<file path="src/rtl/core/drpc_pkg.sv">
`timescale 1ns / 1ps
package drpc_pkg;

  localparam int POS_BITS = 16;
  localparam int CNT_BITS = 32;
  localparam int ANG_BITS = 9;
  localparam int ADDR_W   = 3;

  localparam logic [ANG_BITS-1:0] FULL_CIRCLE = 9'd360;

  localparam logic [ADDR_W-1:0] ADDR_MAX_POS = 3'd0;
  localparam logic [ADDR_W-1:0] ADDR_CAL     = 3'd4;

  localparam logic [1:0] ACT_TICK   = 2'd0;
  localparam logic [1:0] ACT_MOVE   = 2'd1;
  localparam logic [1:0] ACT_STOP   = 2'd2;
  localparam logic [1:0] ACT_ORIGIN = 2'd3;

  localparam logic [1:0] DIR_CW    = 2'd0;
  localparam logic [1:0] DIR_CCW   = 2'd1;
  localparam logic [1:0] DIR_SHORT = 2'd2;
  localparam logic [1:0] DIR_BAD   = 2'd3;

  localparam logic [2:0] KIND_REL  = 3'd0;
  localparam logic [2:0] KIND_ABS  = 3'd1;
  localparam logic [2:0] KIND_HOME = 3'd2;
  localparam logic [2:0] KIND_TURN = 3'd3;
  localparam logic [2:0] KIND_MAN  = 3'd4;

  localparam logic [2:0] ST_OK       = 3'd0;
  localparam logic [2:0] ST_NO_DIR   = 3'd1;
  localparam logic [2:0] ST_BUSY     = 3'd2;
  localparam logic [2:0] ST_NOT_CAL  = 3'd3;
  localparam logic [2:0] ST_NO_SHORT = 3'd4;

  typedef enum logic [1:0] {
    DRV_STOP = 2'd0,
    DRV_CW   = 2'd1,
    DRV_CCW  = 2'd2
  } drive_t;

  typedef enum logic [2:0] {
    S_IDLE,
    S_DECIDE,
    S_DIV1,
    S_DIV2,
    S_MUL,
    S_APPLY
  } seq_state_t;

  function automatic logic [CNT_BITS-1:0] times_360(input logic [POS_BITS-1:0] p);
    logic [CNT_BITS-1:0] x;
    x = {{(CNT_BITS-POS_BITS){1'b0}}, p};
    return (x << 8) + (x << 6) + (x << 5) + (x << 3);
  endfunction

endpackage

</file>
<file path="src/rtl/core/drpc_div.sv">
`timescale 1ns / 1ps
module drpc_div (
  input  logic                          clk,
  input  logic                          rst_n,
  input  logic                          start,
  input  logic [drpc_pkg::CNT_BITS-1:0] dividend,
  input  logic [drpc_pkg::POS_BITS-1:0] divisor,
  output logic                          done,
  output logic [drpc_pkg::CNT_BITS-1:0] quotient
);
  import drpc_pkg::*;

  localparam int CW = $clog2(CNT_BITS);

  logic [POS_BITS-1:0] rem_r, rem_nxt;
  logic [CNT_BITS-1:0] quo_r, quo_nxt;
  logic [POS_BITS-1:0] dsr_r;
  logic [CW-1:0]       cnt_r, cnt_nxt;
  logic                busy_r, busy_nxt;
  logic                done_r, done_nxt;
  logic [POS_BITS:0]   shifted;
  logic [POS_BITS+1:0] diff;

  always_comb begin
    shifted  = {rem_r, quo_r[CNT_BITS-1]};
    diff     = {1'b0, shifted} - {2'b00, dsr_r};
    rem_nxt  = rem_r;
    quo_nxt  = quo_r;
    cnt_nxt  = cnt_r;
    busy_nxt = busy_r;
    done_nxt = 1'b0;
    if (start) begin
      rem_nxt  = '0;
      quo_nxt  = dividend;
      cnt_nxt  = '0;
      busy_nxt = 1'b1;
    end else if (busy_r) begin
      if (!diff[POS_BITS+1]) begin
        rem_nxt = diff[POS_BITS-1:0];
        quo_nxt = {quo_r[CNT_BITS-2:0], 1'b1};
      end else begin
        rem_nxt = shifted[POS_BITS-1:0];
        quo_nxt = {quo_r[CNT_BITS-2:0], 1'b0};
      end
      cnt_nxt = cnt_r + 1'b1;
      if (cnt_r == CW'(CNT_BITS - 1)) begin
        busy_nxt = 1'b0;
        done_nxt = 1'b1;
      end
    end
  end

  always_ff @(posedge clk) begin
    if (!rst_n) begin
      busy_r <= 1'b0;
      done_r <= 1'b0;
      cnt_r  <= '0;
    end else begin
      busy_r <= busy_nxt;
      done_r <= done_nxt;
      cnt_r  <= cnt_nxt;
    end
  end

  always_ff @(posedge clk) begin
    rem_r <= rem_nxt;
    quo_r <= quo_nxt;
    if (start) begin
      dsr_r <= divisor;
    end
  end

  assign done     = done_r;
  assign quotient = quo_r;

endmodule

</file>
<file path="src/rtl/core/dome_rotation_position_controller.sv">
`timescale 1ns / 1ps
// dome rotation position controller
// input channel (in_valid/in_ready): one item per transfer, action selects
// tick sample, move command, stop or set origin; other fields as named.
// result channel (out_valid/out_ready): exactly one result per input item,
// in order, held in an output register until taken.
// config: apb-style port, max_positions at 0x0, calibrated at 0x4; the user
// must write these only while the block is idle, which the block itself does
// not enforce; pready is tied high.
// sequence: ticks, stops, origin and most moves pass through the decide and
// apply states to a registered result; a calibrated relative move that must
// wrap the target adds a division and a multiply step, a shortest-direction
// move adds two divisions; a serial divider gives one quotient bit per cycle.
// the block takes one item at a time; in_ready is high in idle even while
// a result waits, and the finishing step waits until the output register
// is free, so a stalled receiver holds the block after at most one item.
// reset (synchronous, rst_n low) clears all counts, stops the drive, turns
// power off and sets max_positions to 1 and calibrated to 0.
module dome_rotation_position_controller (
  input  logic                                 clk,
  input  logic                                 rst_n,
  input  logic                                 in_valid,
  output logic                                 in_ready,
  input  logic [1:0]                           in_action,
  input  logic                                 in_encoder_level,
  input  logic                                 in_home_sensor,
  input  logic [1:0]                           in_direction,
  input  logic [2:0]                           in_target_kind,
  input  logic signed [16:0]                   in_amount,
  output logic                                 out_valid,
  input  logic                                 out_ready,
  output logic                                 out_cw_drive,
  output logic                                 out_ccw_drive,
  output logic                                 out_power_on,
  output logic signed [drpc_pkg::CNT_BITS-1:0] out_relative_position,
  output logic [drpc_pkg::POS_BITS-1:0]        out_absolute_position,
  output logic                                 out_absolute_valid,
  output logic                                 out_moving,
  output logic                                 out_move_done,
  output logic [2:0]                           out_command_status,
  input  logic                                 psel,
  input  logic                                 penable,
  input  logic                                 pwrite,
  input  logic [drpc_pkg::ADDR_W-1:0]          paddr,
  input  logic [31:0]                          pwdata,
  output logic [31:0]                          prdata,
  output logic                                 pready
);
  import drpc_pkg::*;

  seq_state_t state_r, state_nxt;

  logic [POS_BITS-1:0] maxp_r;
  logic                cal_r;

  logic [CNT_BITS-1:0] rel_r, rel_n;
  logic [POS_BITS-1:0] abs_r, abs_n;
  logic                known_r, known_n;
  logic                prev_r, prev_n;
  drive_t              drv_r, drv_n;
  logic [2:0]          kind_r, kind_n;
  logic [CNT_BITS-1:0] tgt_r, tgt_n;
  logic                wrap_r, wrap_n;
  logic [CNT_BITS-1:0] start_r, start_n;
  logic                pwr_r, pwr_n;

  logic [1:0]  ia_action_r;
  logic        ia_enc_r;
  logic        ia_home_r;
  logic [1:0]  ia_dir_r;
  logic [2:0]  ia_kind_r;
  logic [16:0] ia_amt_r;

  logic [CNT_BITS-1:0] quo1_r;
  logic [ANG_BITS-1:0] ang_b_r;
  logic [CNT_BITS-1:0] adj_r;

  logic                out_valid_r, out_valid_nxt;
  logic                o_cw_r, o_ccw_r, o_pwr_r, o_known_r, o_moving_r, o_done_r;
  logic [CNT_BITS-1:0] o_rel_r;
  logic [POS_BITS-1:0] o_abs_r;
  logic [2:0]          o_status_r;

  logic [POS_BITS-1:0] m;
  logic [2:0]          cmd_status;
  logic                move_go, need_short, need_adj, amt_neg, amt_pos;
  logic [POS_BITS-1:0] abs_tgt, short_tgt;
  logic                fire, div_start, div_done;
  logic [CNT_BITS-1:0] div_dividend, div_quotient, rel_mag;
  logic [CNT_BITS-1:0] qn1;
  logic [CNT_BITS+POS_BITS-1:0] prod;
  logic                done_flag, check_end, end_hit;
  drive_t              sel, short_sel;
  logic signed [ANG_BITS:0]   a1;
  logic [ANG_BITS:0]          mag, a2;
  logic signed [CNT_BITS+1:0] relx, stx, lim_hi, lim_lo;
  logic [CNT_BITS-1:0]        base;

  assign m       = (maxp_r == '0) ? POS_BITS'(1) : maxp_r;
  assign pready  = 1'b1;
  assign rel_mag = rel_r[CNT_BITS-1] ? (~rel_r + 1'b1) : rel_r;

  // command checks
  always_comb begin
    cmd_status = ST_OK;
    if (ia_dir_r == DIR_BAD) begin
      cmd_status = ST_NO_DIR;
    end else if (drv_r != DRV_STOP) begin
      cmd_status = ST_BUSY;
    end else if (!known_r && (ia_kind_r == KIND_ABS || ia_kind_r == KIND_TURN ||
                              ia_dir_r == DIR_SHORT)) begin
      cmd_status = ST_NOT_CAL;
    end else if (ia_dir_r == DIR_SHORT && (ia_kind_r == KIND_REL ||
                 ia_kind_r == KIND_TURN || ia_kind_r == KIND_MAN)) begin
      cmd_status = ST_NO_SHORT;
    end
    move_go = (ia_action_r == ACT_MOVE) && (cmd_status == ST_OK) && (ia_kind_r <= KIND_MAN);
    amt_neg = ia_amt_r[16];
    amt_pos = !ia_amt_r[16] && (ia_amt_r != '0);
    if (amt_neg) begin
      abs_tgt = '0;
    end else if (ia_amt_r[15:0] >= m) begin
      abs_tgt = m - 1'b1;
    end else begin
      abs_tgt = ia_amt_r[15:0];
    end
    short_tgt  = (ia_kind_r == KIND_HOME) ? '0 : abs_tgt;
    need_short = move_go && (ia_dir_r == DIR_SHORT) &&
                 (ia_kind_r == KIND_ABS || ia_kind_r == KIND_HOME);
    need_adj   = move_go && (ia_kind_r == KIND_REL) && cal_r &&
                 ((ia_dir_r == DIR_CW && amt_neg) || (ia_dir_r != DIR_CW && amt_pos));
  end

  // next state
  always_comb begin
    state_nxt = state_r;
    unique case (state_r)
      S_IDLE:   if (in_valid) state_nxt = S_DECIDE;
      S_DECIDE: state_nxt = (need_adj || need_short) ? S_DIV1 : S_APPLY;
      S_DIV1:   if (div_done) state_nxt = need_short ? S_DIV2 : S_MUL;
      S_DIV2:   if (div_done) state_nxt = S_APPLY;
      S_MUL:    state_nxt = S_APPLY;
      S_APPLY:  if (fire) state_nxt = S_IDLE;
      default:  state_nxt = S_IDLE;
    endcase
  end

  // sequencer outputs
  always_comb begin
    in_ready     = 1'b0;
    div_start    = 1'b0;
    div_dividend = times_360(abs_r);
    fire         = 1'b0;
    unique case (state_r)
      S_IDLE: in_ready = 1'b1;
      S_DECIDE: begin
        div_start    = need_adj || need_short;
        div_dividend = need_adj ? rel_mag : times_360(short_tgt);
      end
      S_DIV1: div_start = div_done && need_short;
      S_DIV2, S_MUL: ;
      S_APPLY: fire = !out_valid_r || out_ready;
      default: ;
    endcase
  end

  drpc_div u_div (
    .clk      (clk),
    .rst_n    (rst_n),
    .start    (div_start),
    .dividend (div_dividend),
    .divisor  (m),
    .done     (div_done),
    .quotient (div_quotient)
  );

  assign qn1  = (rel_r[CNT_BITS-1] ? (~quo1_r + 1'b1) : quo1_r) + 1'b1;
  assign prod = qn1 * m;

  // shortest direction from the two angles
  always_comb begin
    a1  = $signed({1'b0, quo1_r[ANG_BITS-1:0]}) - $signed({1'b0, ang_b_r});
    mag = a1[ANG_BITS] ? (~a1 + 1'b1) : a1;
    a2  = {1'b0, FULL_CIRCLE} - mag;
    if (mag < a2) begin
      short_sel = (a1 > 0) ? DRV_CW : DRV_CCW;
    end else begin
      short_sel = (a1 > 0) ? DRV_CCW : DRV_CW;
    end
  end

  // item update
  always_comb begin
    rel_n     = rel_r;
    abs_n     = abs_r;
    known_n   = known_r;
    prev_n    = prev_r;
    drv_n     = drv_r;
    kind_n    = kind_r;
    tgt_n     = tgt_r;
    wrap_n    = wrap_r;
    start_n   = start_r;
    pwr_n     = pwr_r;
    done_flag = 1'b0;
    check_end = 1'b0;
    end_hit   = 1'b0;
    sel       = (ia_dir_r == DIR_CW) ? DRV_CW : DRV_CCW;
    base      = rel_r + {{(CNT_BITS-17){ia_amt_r[16]}}, ia_amt_r};
    case (ia_action_r)
      ACT_TICK: begin
        if (drv_r == DRV_CW && prev_r && !ia_enc_r) begin
          rel_n = rel_r + 1'b1;
          if (known_r) begin
            abs_n = ({1'b0, abs_r} + 1'b1 >= {1'b0, m}) ? '0 : abs_r + 1'b1;
          end
        end else if (drv_r == DRV_CCW && !prev_r && ia_enc_r) begin
          rel_n = rel_r - 1'b1;
          if (known_r) begin
            abs_n = (abs_r == '0) ? m - 1'b1 : abs_r - 1'b1;
          end
        end
        prev_n    = ia_enc_r;
        pwr_n     = ia_home_r;
        check_end = 1'b1;
      end
      ACT_MOVE: begin
        if (move_go) begin
          start_n = rel_r;
          kind_n  = ia_kind_r;
          wrap_n  = 1'b0;
          case (ia_kind_r)
            KIND_REL: begin
              tgt_n = base;
              if (!cal_r) begin
                if (sel == DRV_CW && amt_neg) begin
                  sel = DRV_CCW;
                end else if (sel == DRV_CCW && amt_pos) begin
                  sel = DRV_CW;
                end
              end else if (need_adj) begin
                tgt_n = (sel == DRV_CW) ? base + adj_r : base - adj_r;
              end
            end
            KIND_ABS: begin
              tgt_n = {{(CNT_BITS-POS_BITS){1'b0}}, abs_tgt};
              if (ia_dir_r == DIR_SHORT) sel = short_sel;
              wrap_n = (sel == DRV_CW) ? !(abs_tgt > abs_r) : !(abs_tgt < abs_r);
            end
            KIND_HOME: begin
              tgt_n = '0;
              if (ia_dir_r == DIR_SHORT) sel = short_sel;
            end
            default: tgt_n = {{(CNT_BITS-POS_BITS){1'b0}}, abs_r};
          endcase
          drv_n     = sel;
          check_end = 1'b1;
        end
      end
      ACT_STOP: begin
        if (drv_r != DRV_STOP) begin
          drv_n     = DRV_STOP;
          done_flag = 1'b1;
        end
      end
      default: begin
        if (cal_r && ia_home_r) begin
          rel_n   = '0;
          abs_n   = '0;
          known_n = 1'b1;
        end
      end
    endcase

    relx   = {{2{rel_n[CNT_BITS-1]}}, rel_n};
    stx    = {{2{start_n[CNT_BITS-1]}}, start_n};
    lim_hi = stx + $signed({{(CNT_BITS+2-POS_BITS){1'b0}}, m});
    lim_lo = stx - $signed({{(CNT_BITS+2-POS_BITS){1'b0}}, m});
    if (check_end && drv_n != DRV_STOP) begin
      case (kind_n)
        KIND_REL: begin
          end_hit = (drv_n == DRV_CW) ? ($signed(rel_n) >= $signed(tgt_n))
                                      : ($signed(rel_n) <= $signed(tgt_n));
        end
        KIND_ABS: begin
          if (drv_n == DRV_CW) begin
            if (wrap_n && {{(CNT_BITS-POS_BITS){1'b0}}, abs_n} <= tgt_n) wrap_n = 1'b0;
            end_hit = !wrap_n && ({{(CNT_BITS-POS_BITS){1'b0}}, abs_n} >= tgt_n);
          end else begin
            if (wrap_n && {{(CNT_BITS-POS_BITS){1'b0}}, abs_n} >= tgt_n) wrap_n = 1'b0;
            end_hit = !wrap_n && ({{(CNT_BITS-POS_BITS){1'b0}}, abs_n} <= tgt_n);
          end
        end
        KIND_HOME: begin
          end_hit = ia_home_r || ((drv_n == DRV_CW) ? (relx >= lim_hi) : (relx <= lim_lo));
        end
        KIND_TURN: begin
          end_hit = (drv_n == DRV_CW) ? (relx >= lim_hi) : (relx <= lim_lo);
        end
        default: end_hit = 1'b0;
      endcase
      if (end_hit) begin
        drv_n     = DRV_STOP;
        done_flag = 1'b1;
      end
    end
  end

  assign out_valid_nxt = fire ? 1'b1 : (out_ready ? 1'b0 : out_valid_r);

  always_ff @(posedge clk) begin
    if (!rst_n) begin
      state_r     <= S_IDLE;
      maxp_r      <= POS_BITS'(1);
      cal_r       <= 1'b0;
      rel_r       <= '0;
      abs_r       <= '0;
      known_r     <= 1'b0;
      prev_r      <= 1'b0;
      drv_r       <= DRV_STOP;
      kind_r      <= '0;
      tgt_r       <= '0;
      wrap_r      <= 1'b0;
      start_r     <= '0;
      pwr_r       <= 1'b0;
      out_valid_r <= 1'b0;
    end else begin
      state_r     <= state_nxt;
      out_valid_r <= out_valid_nxt;
      if (psel && penable && pwrite) begin
        case (paddr)
          ADDR_MAX_POS: maxp_r <= pwdata[POS_BITS-1:0];
          ADDR_CAL:     cal_r  <= pwdata[0];
          default: ;
        endcase
      end
      if (fire) begin
        rel_r   <= rel_n;
        abs_r   <= abs_n;
        known_r <= known_n;
        prev_r  <= prev_n;
        drv_r   <= drv_n;
        kind_r  <= kind_n;
        tgt_r   <= tgt_n;
        wrap_r  <= wrap_n;
        start_r <= start_n;
        pwr_r   <= pwr_n;
      end
    end
  end

  // payload registers
  always_ff @(posedge clk) begin
    if (in_valid && in_ready) begin
      ia_action_r <= in_action;
      ia_enc_r    <= in_encoder_level;
      ia_home_r   <= in_home_sensor;
      ia_dir_r    <= in_direction;
      ia_kind_r   <= in_target_kind;
      ia_amt_r    <= in_amount;
    end
    if (state_r == S_DIV1 && div_done) quo1_r <= div_quotient;
    if (state_r == S_DIV2 && div_done) ang_b_r <= div_quotient[ANG_BITS-1:0];
    if (state_r == S_MUL) adj_r <= prod[CNT_BITS-1:0];
    if (fire) begin
      o_cw_r     <= (drv_n == DRV_CW);
      o_ccw_r    <= (drv_n == DRV_CCW);
      o_pwr_r    <= pwr_n;
      o_rel_r    <= rel_n;
      o_abs_r    <= known_n ? abs_n : '0;
      o_known_r  <= known_n;
      o_moving_r <= (drv_n != DRV_STOP);
      o_done_r   <= done_flag;
      o_status_r <= (ia_action_r == ACT_MOVE) ? cmd_status : ST_OK;
    end
  end

  always_comb begin
    case (paddr)
      ADDR_MAX_POS: prdata = {{(32-POS_BITS){1'b0}}, maxp_r};
      ADDR_CAL:     prdata = {31'b0, cal_r};
      default:      prdata = '0;
    endcase
  end

  assign out_valid             = out_valid_r;
  assign out_cw_drive          = o_cw_r;
  assign out_ccw_drive         = o_ccw_r;
  assign out_power_on          = o_pwr_r;
  assign out_relative_position = o_rel_r;
  assign out_absolute_position = o_abs_r;
  assign out_absolute_valid    = o_known_r;
  assign out_moving            = o_moving_r;
  assign out_move_done         = o_done_r;
  assign out_command_status    = o_status_r;

endmodule

</file>
<file path="config.mk">
export PLATFORM = sky130hd
export DESIGN_NAME = dome_rotation_position_controller
export DESIGN_NICKNAME = d
export VERILOG_FILES = /design/src/rtl/core/drpc_pkg.sv /design/src/rtl/core/drpc_div.sv /design/src/rtl/core/dome_rotation_position_controller.sv
export SDC_FILE = /design/constraint.sdc
export NUM_CORES = 2
export LEC_CHECK = 0
export BUFFER_PORTS_ARGS = -buffer_cell sky130_fd_sc_hd__buf_2
export CORE_UTILIZATION = 60
export CTS_CLUSTER_DIAMETER = 50
export DETAILED_ROUTE_END_ITERATION = 12
export GPL_TIMING_DRIVEN = 1
export PLACE_DENSITY = 0.74
export SLEW_MARGIN = 20
export SYNTH_ARGS = -nofsm -noshare
export SYNTH_HDL_FRONTEND = slang
export SYNTH_SLANG_ARGS = --single-unit
</file>
<file path="constraint.sdc">
create_clock -name clk -period 23.5 [get_ports clk]
set_input_delay 1.175 -clock clk [delete_from_list [all_inputs] [get_ports clk]]
set_output_delay 1.175 -clock clk [all_outputs]
set_load 0.005 [all_outputs]
</file>
==> impl_metrics.env <==
export IMPL_run_status="completed"
export IMPL_synthFlopType="edfxtp_1"
export IMPL_synth_edf_count=204
export IMPL_grt_pass1_wl_mm=246
export IMPL_num_rows=101
export IMPL_setup_slack_ns=13.18
export IMPL_grt_pass1_vias=40800
export IMPL_post_drt_wl_per_cell_um=24.4
export IMPL_drv_slew=0
export IMPL_h_tree_depth=2
export IMPL_fin_crit_ns=10.32
export IMPL_yosys_warnings=0
export IMPL_reg2reg_depth=29
export IMPL_fp_dieH_um=280
export IMPL_fin_crit_sh_pct=43.9
export IMPL_worstPathMaxFanout=19
export IMPL_portBuffers=126
export IMPL_vias_per_cell=6.37
export IMPL_vias=42800
export IMPL_min_path_type="reg2reg"
export IMPL_max_slew_margin_pct=26.6
export IMPL_finalHoldViolCount=0
export IMPL_synth_area_um2=46400
export IMPL_die_area_um2=78500
export IMPL_path_clk_slew_ns=0.06
export IMPL_hold_buffers=0
export IMPL_ctsResizeCount=0
export IMPL_syn_inst=5630
export IMPL_cts_tree="built"
export IMPL_yosysSeqAreaShare_pct=20.3
export IMPL_chipWidth_um=280
export IMPL_cts_num_sinks=369
export IMPL_drtAntennaViolNets=0
export IMPL_core_um2=76200
export IMPL_rsz0062_at_grt="no"
export IMPL_cp_data_required_time_ns=23.84
export IMPL_gp_congestion=1.03
export IMPL_drt_iter0_drc=4940
export IMPL_max_vdd_ir_drop_mv=0.0597
export IMPL_start_util_pct=60.9
export IMPL_nFillCells=6552
export IMPL_cts_setup_buffers=0
export IMPL_grt_overflow=0
export IMPL_crit_top_cell="xnor2_1"
export IMPL_cts_made_buffers=56
export IMPL_p_leak_nw=21.6
export IMPL_dp_slack_ns=13.36
export IMPL_antenna_found_initial=8
export IMPL_cpPeakStageDelay_ns=0.77
export IMPL_root_buffer="clkbuf_16"
export IMPL_tightest_slew_ns=1.09
export IMPL_finClkSkew_ns=0.0689
export IMPL_max_cap_violations=0
export IMPL_synthToLayoutAreaGrowth_pct=7.94
export IMPL_finalSetupViolations=0
export IMPL_crit_path_start_kind="register"
export IMPL_drcViolationCount=0
export IMPL_drive_gt1_share_pct=7.65
export IMPL_power_density_nw_per_um2=46.1
export IMPL_drt_first_pass_iters=6
export IMPL_end_kind="register"
export IMPL_hpwl_mm=124
export IMPL_grt_max_degree=85
export IMPL_nets=6486
export IMPL_min_path_cells=0
export IMPL_wl_mm=164
export IMPL_crit_type="reg2reg"
export IMPL_yosysUniqueCellTypes=102
export IMPL_power_mw=2.31
export IMPL_fin_setup_tns_ns=0
export IMPL_avgSynthCellArea_um2=8.24
export IMPL_slowest_stage="edfxtp_1"
export IMPL_fmaxAchievable_ghz=0.0969
export IMPL_grt_usage_pct=41.6
export IMPL_clock_latency_ns=0.67
export IMPL_ys_seq_elements=369
export IMPL_clk_path_buf_depth=3
export IMPL_cp_data_arrival_time_ns=10.66
export IMPL_pin_count=160
export IMPL_async_flop_share_pct=0
worst max-delay path: cells and delay by family, from the launching register on:
family	cells	cell delay, ns
AOI/OAI and AO/OA	3	1.52
xor gates and xnor gates	11	2.64
adders and majority gates	7	3.48
buffers and inverters	3	0.43
DFF	1	0.77
and+or+nand+nor	5	1.18
synth_stat cells (50+ instances only):
cell type	count	share of area (%)
nand2_1	780	6.3
dfxtp_1	165	7.1
a21o_1	92	1.5
o21ai_0	308	3.3
xor2_1	111	2.1
fa_1	364	16
a21boi_0	80	1.3
clkbuf_1	283	2.3
o31ai_1	50	0.81
nor3_1	113	1.2
and2_1	152	2.0
nand4_1	62	0.84
edfxtp_1	204	13
o21a_1	56	0.91
inv_1	489	4.0
xnor2_1	248	4.7
ha_1	416	11
nand3_1	114	1.2
nor2_1	382	3.1
a21oi_1	345	3.7
per-stage QoR:
step	instances	util [%]	hold WS [ns]	instance area (µm²)
2_1_floorplan	5645	-	0.426	46500
3_3_place_gp	6610	63.3	0.429	48200
3_5_place_dp	6610	63.3	0.434	48200
4_1_cts	6714	65.7	0.445	50100
5_1_grt	6717	65.7	0.457	50100
6_report	6718	65.7	0.447	50100
cell type report:
| cell class | instances | area [µm²] | share of cell area (%) |
|---|---|---|---|
| Multi-Input combinational cell | 4449 | 34000 | 67.8 |
| Sequential cell | 369 | 9430 | 18.8 |
| Inverter | 497 | 1870 | 3.73 |
| Timing Repair Buffer | 265 | 1680 | 3.35 |
| Clock buffer | 63 | 1450 | 2.89 |
| Tap cell | 1030 | 1290 | 2.57 |
| Clock inverter | 41 | 405 | 0.809 |
| Antenna cell | 4 | 10.0 | 0.0200 |
metal layers:
metal | up-vias | track usage [%] | share of wire, %
met1 | 20700 | 56.7 | 41
met5 | - | 0 | 0.058
met4 | 6 | 20.8 | 5.6
li1 | 19400 | - | -
met2 | 2303 | 62.8 | 43
met3 | 407 | 8.19 | 11
worst paths after layout:
path / startpoint / endpoint / slack [ns]
min reg2reg: u_div.quotient[18] / quo1_r[18] / 0.45
max: quo1_r[0] / adj_r[31] / 13.18
max reg2reg: quo1_r[0] / adj_r[31] / 13.18
min: u_div.quotient[18] / quo1_r[18] / 0.45
placed cells by master, fill, tap and decap left out, types with 35 or more instances in the layout:
| master | instances |
|---|---|
| or3_1 | 43 |
| a211oi_1 | 41 |
| o21ai_0 | 308 |
| nand3_1 | 113 |
| nand2_1 | 780 |
| dfxtp_1 | 164 |
| buf_4 | 140 |
| buf_2 | 125 |
| nand2b_1 | 48 |
| o31ai_1 | 49 |
| edfxtp_1 | 204 |
| inv_1 | 488 |
| xnor2_1 | 247 |
| and3_1 | 35 |
| mux2i_1 | 43 |
| xor2_1 | 110 |
| a21boi_0 | 80 |
| a31oi_1 | 43 |
| a21oi_1 | 345 |
| nand4_1 | 62 |
| o211a_1 | 38 |
| nor3_1 | 109 |
| clkbuf_16 | 57 |
| ha_1 | 416 |
| fa_1 | 364 |
| a21o_1 | 92 |
| nor2b_1 | 48 |
| nor2_1 | 381 |
| nor3b_1 | 37 |
| o21a_1 | 56 |
| and2_1 | 152 |
sequential cells by signal, indices dropped and copies added (netlist names), 17 cells and up:
register	count
rel_r	32
out_relative_position	32
tgt_r	32
ia_amt_r	17
adj_r	32
quo1_r	32
start_r	32
u_div.quotient	32
report_power, final:
group / internal [mW] / total [mW] / switching, mW
Sequential: 0.709 / 0.740 / 0.0314
Combinational: 0.275 / 0.735 / 0.460
Clock: 0.480 / 0.836 / 0.356
Total: 1.46 / 2.31 / 0.848
cells by family after synthesis:
logic type | count (synthesis) | synth area share, %
simple gates | 1933 | 19.6
compound gates | 1307 | 18.3
buf+inv | 827 | 6.84
fa+ha+maj | 780 | 26.9
flops | 369 | 20.3
xor+xnor | 363 | 6.94
mux | 49 | 1.07
other cells | 2 | 0.0162
(Power assumes the default switching activity.)
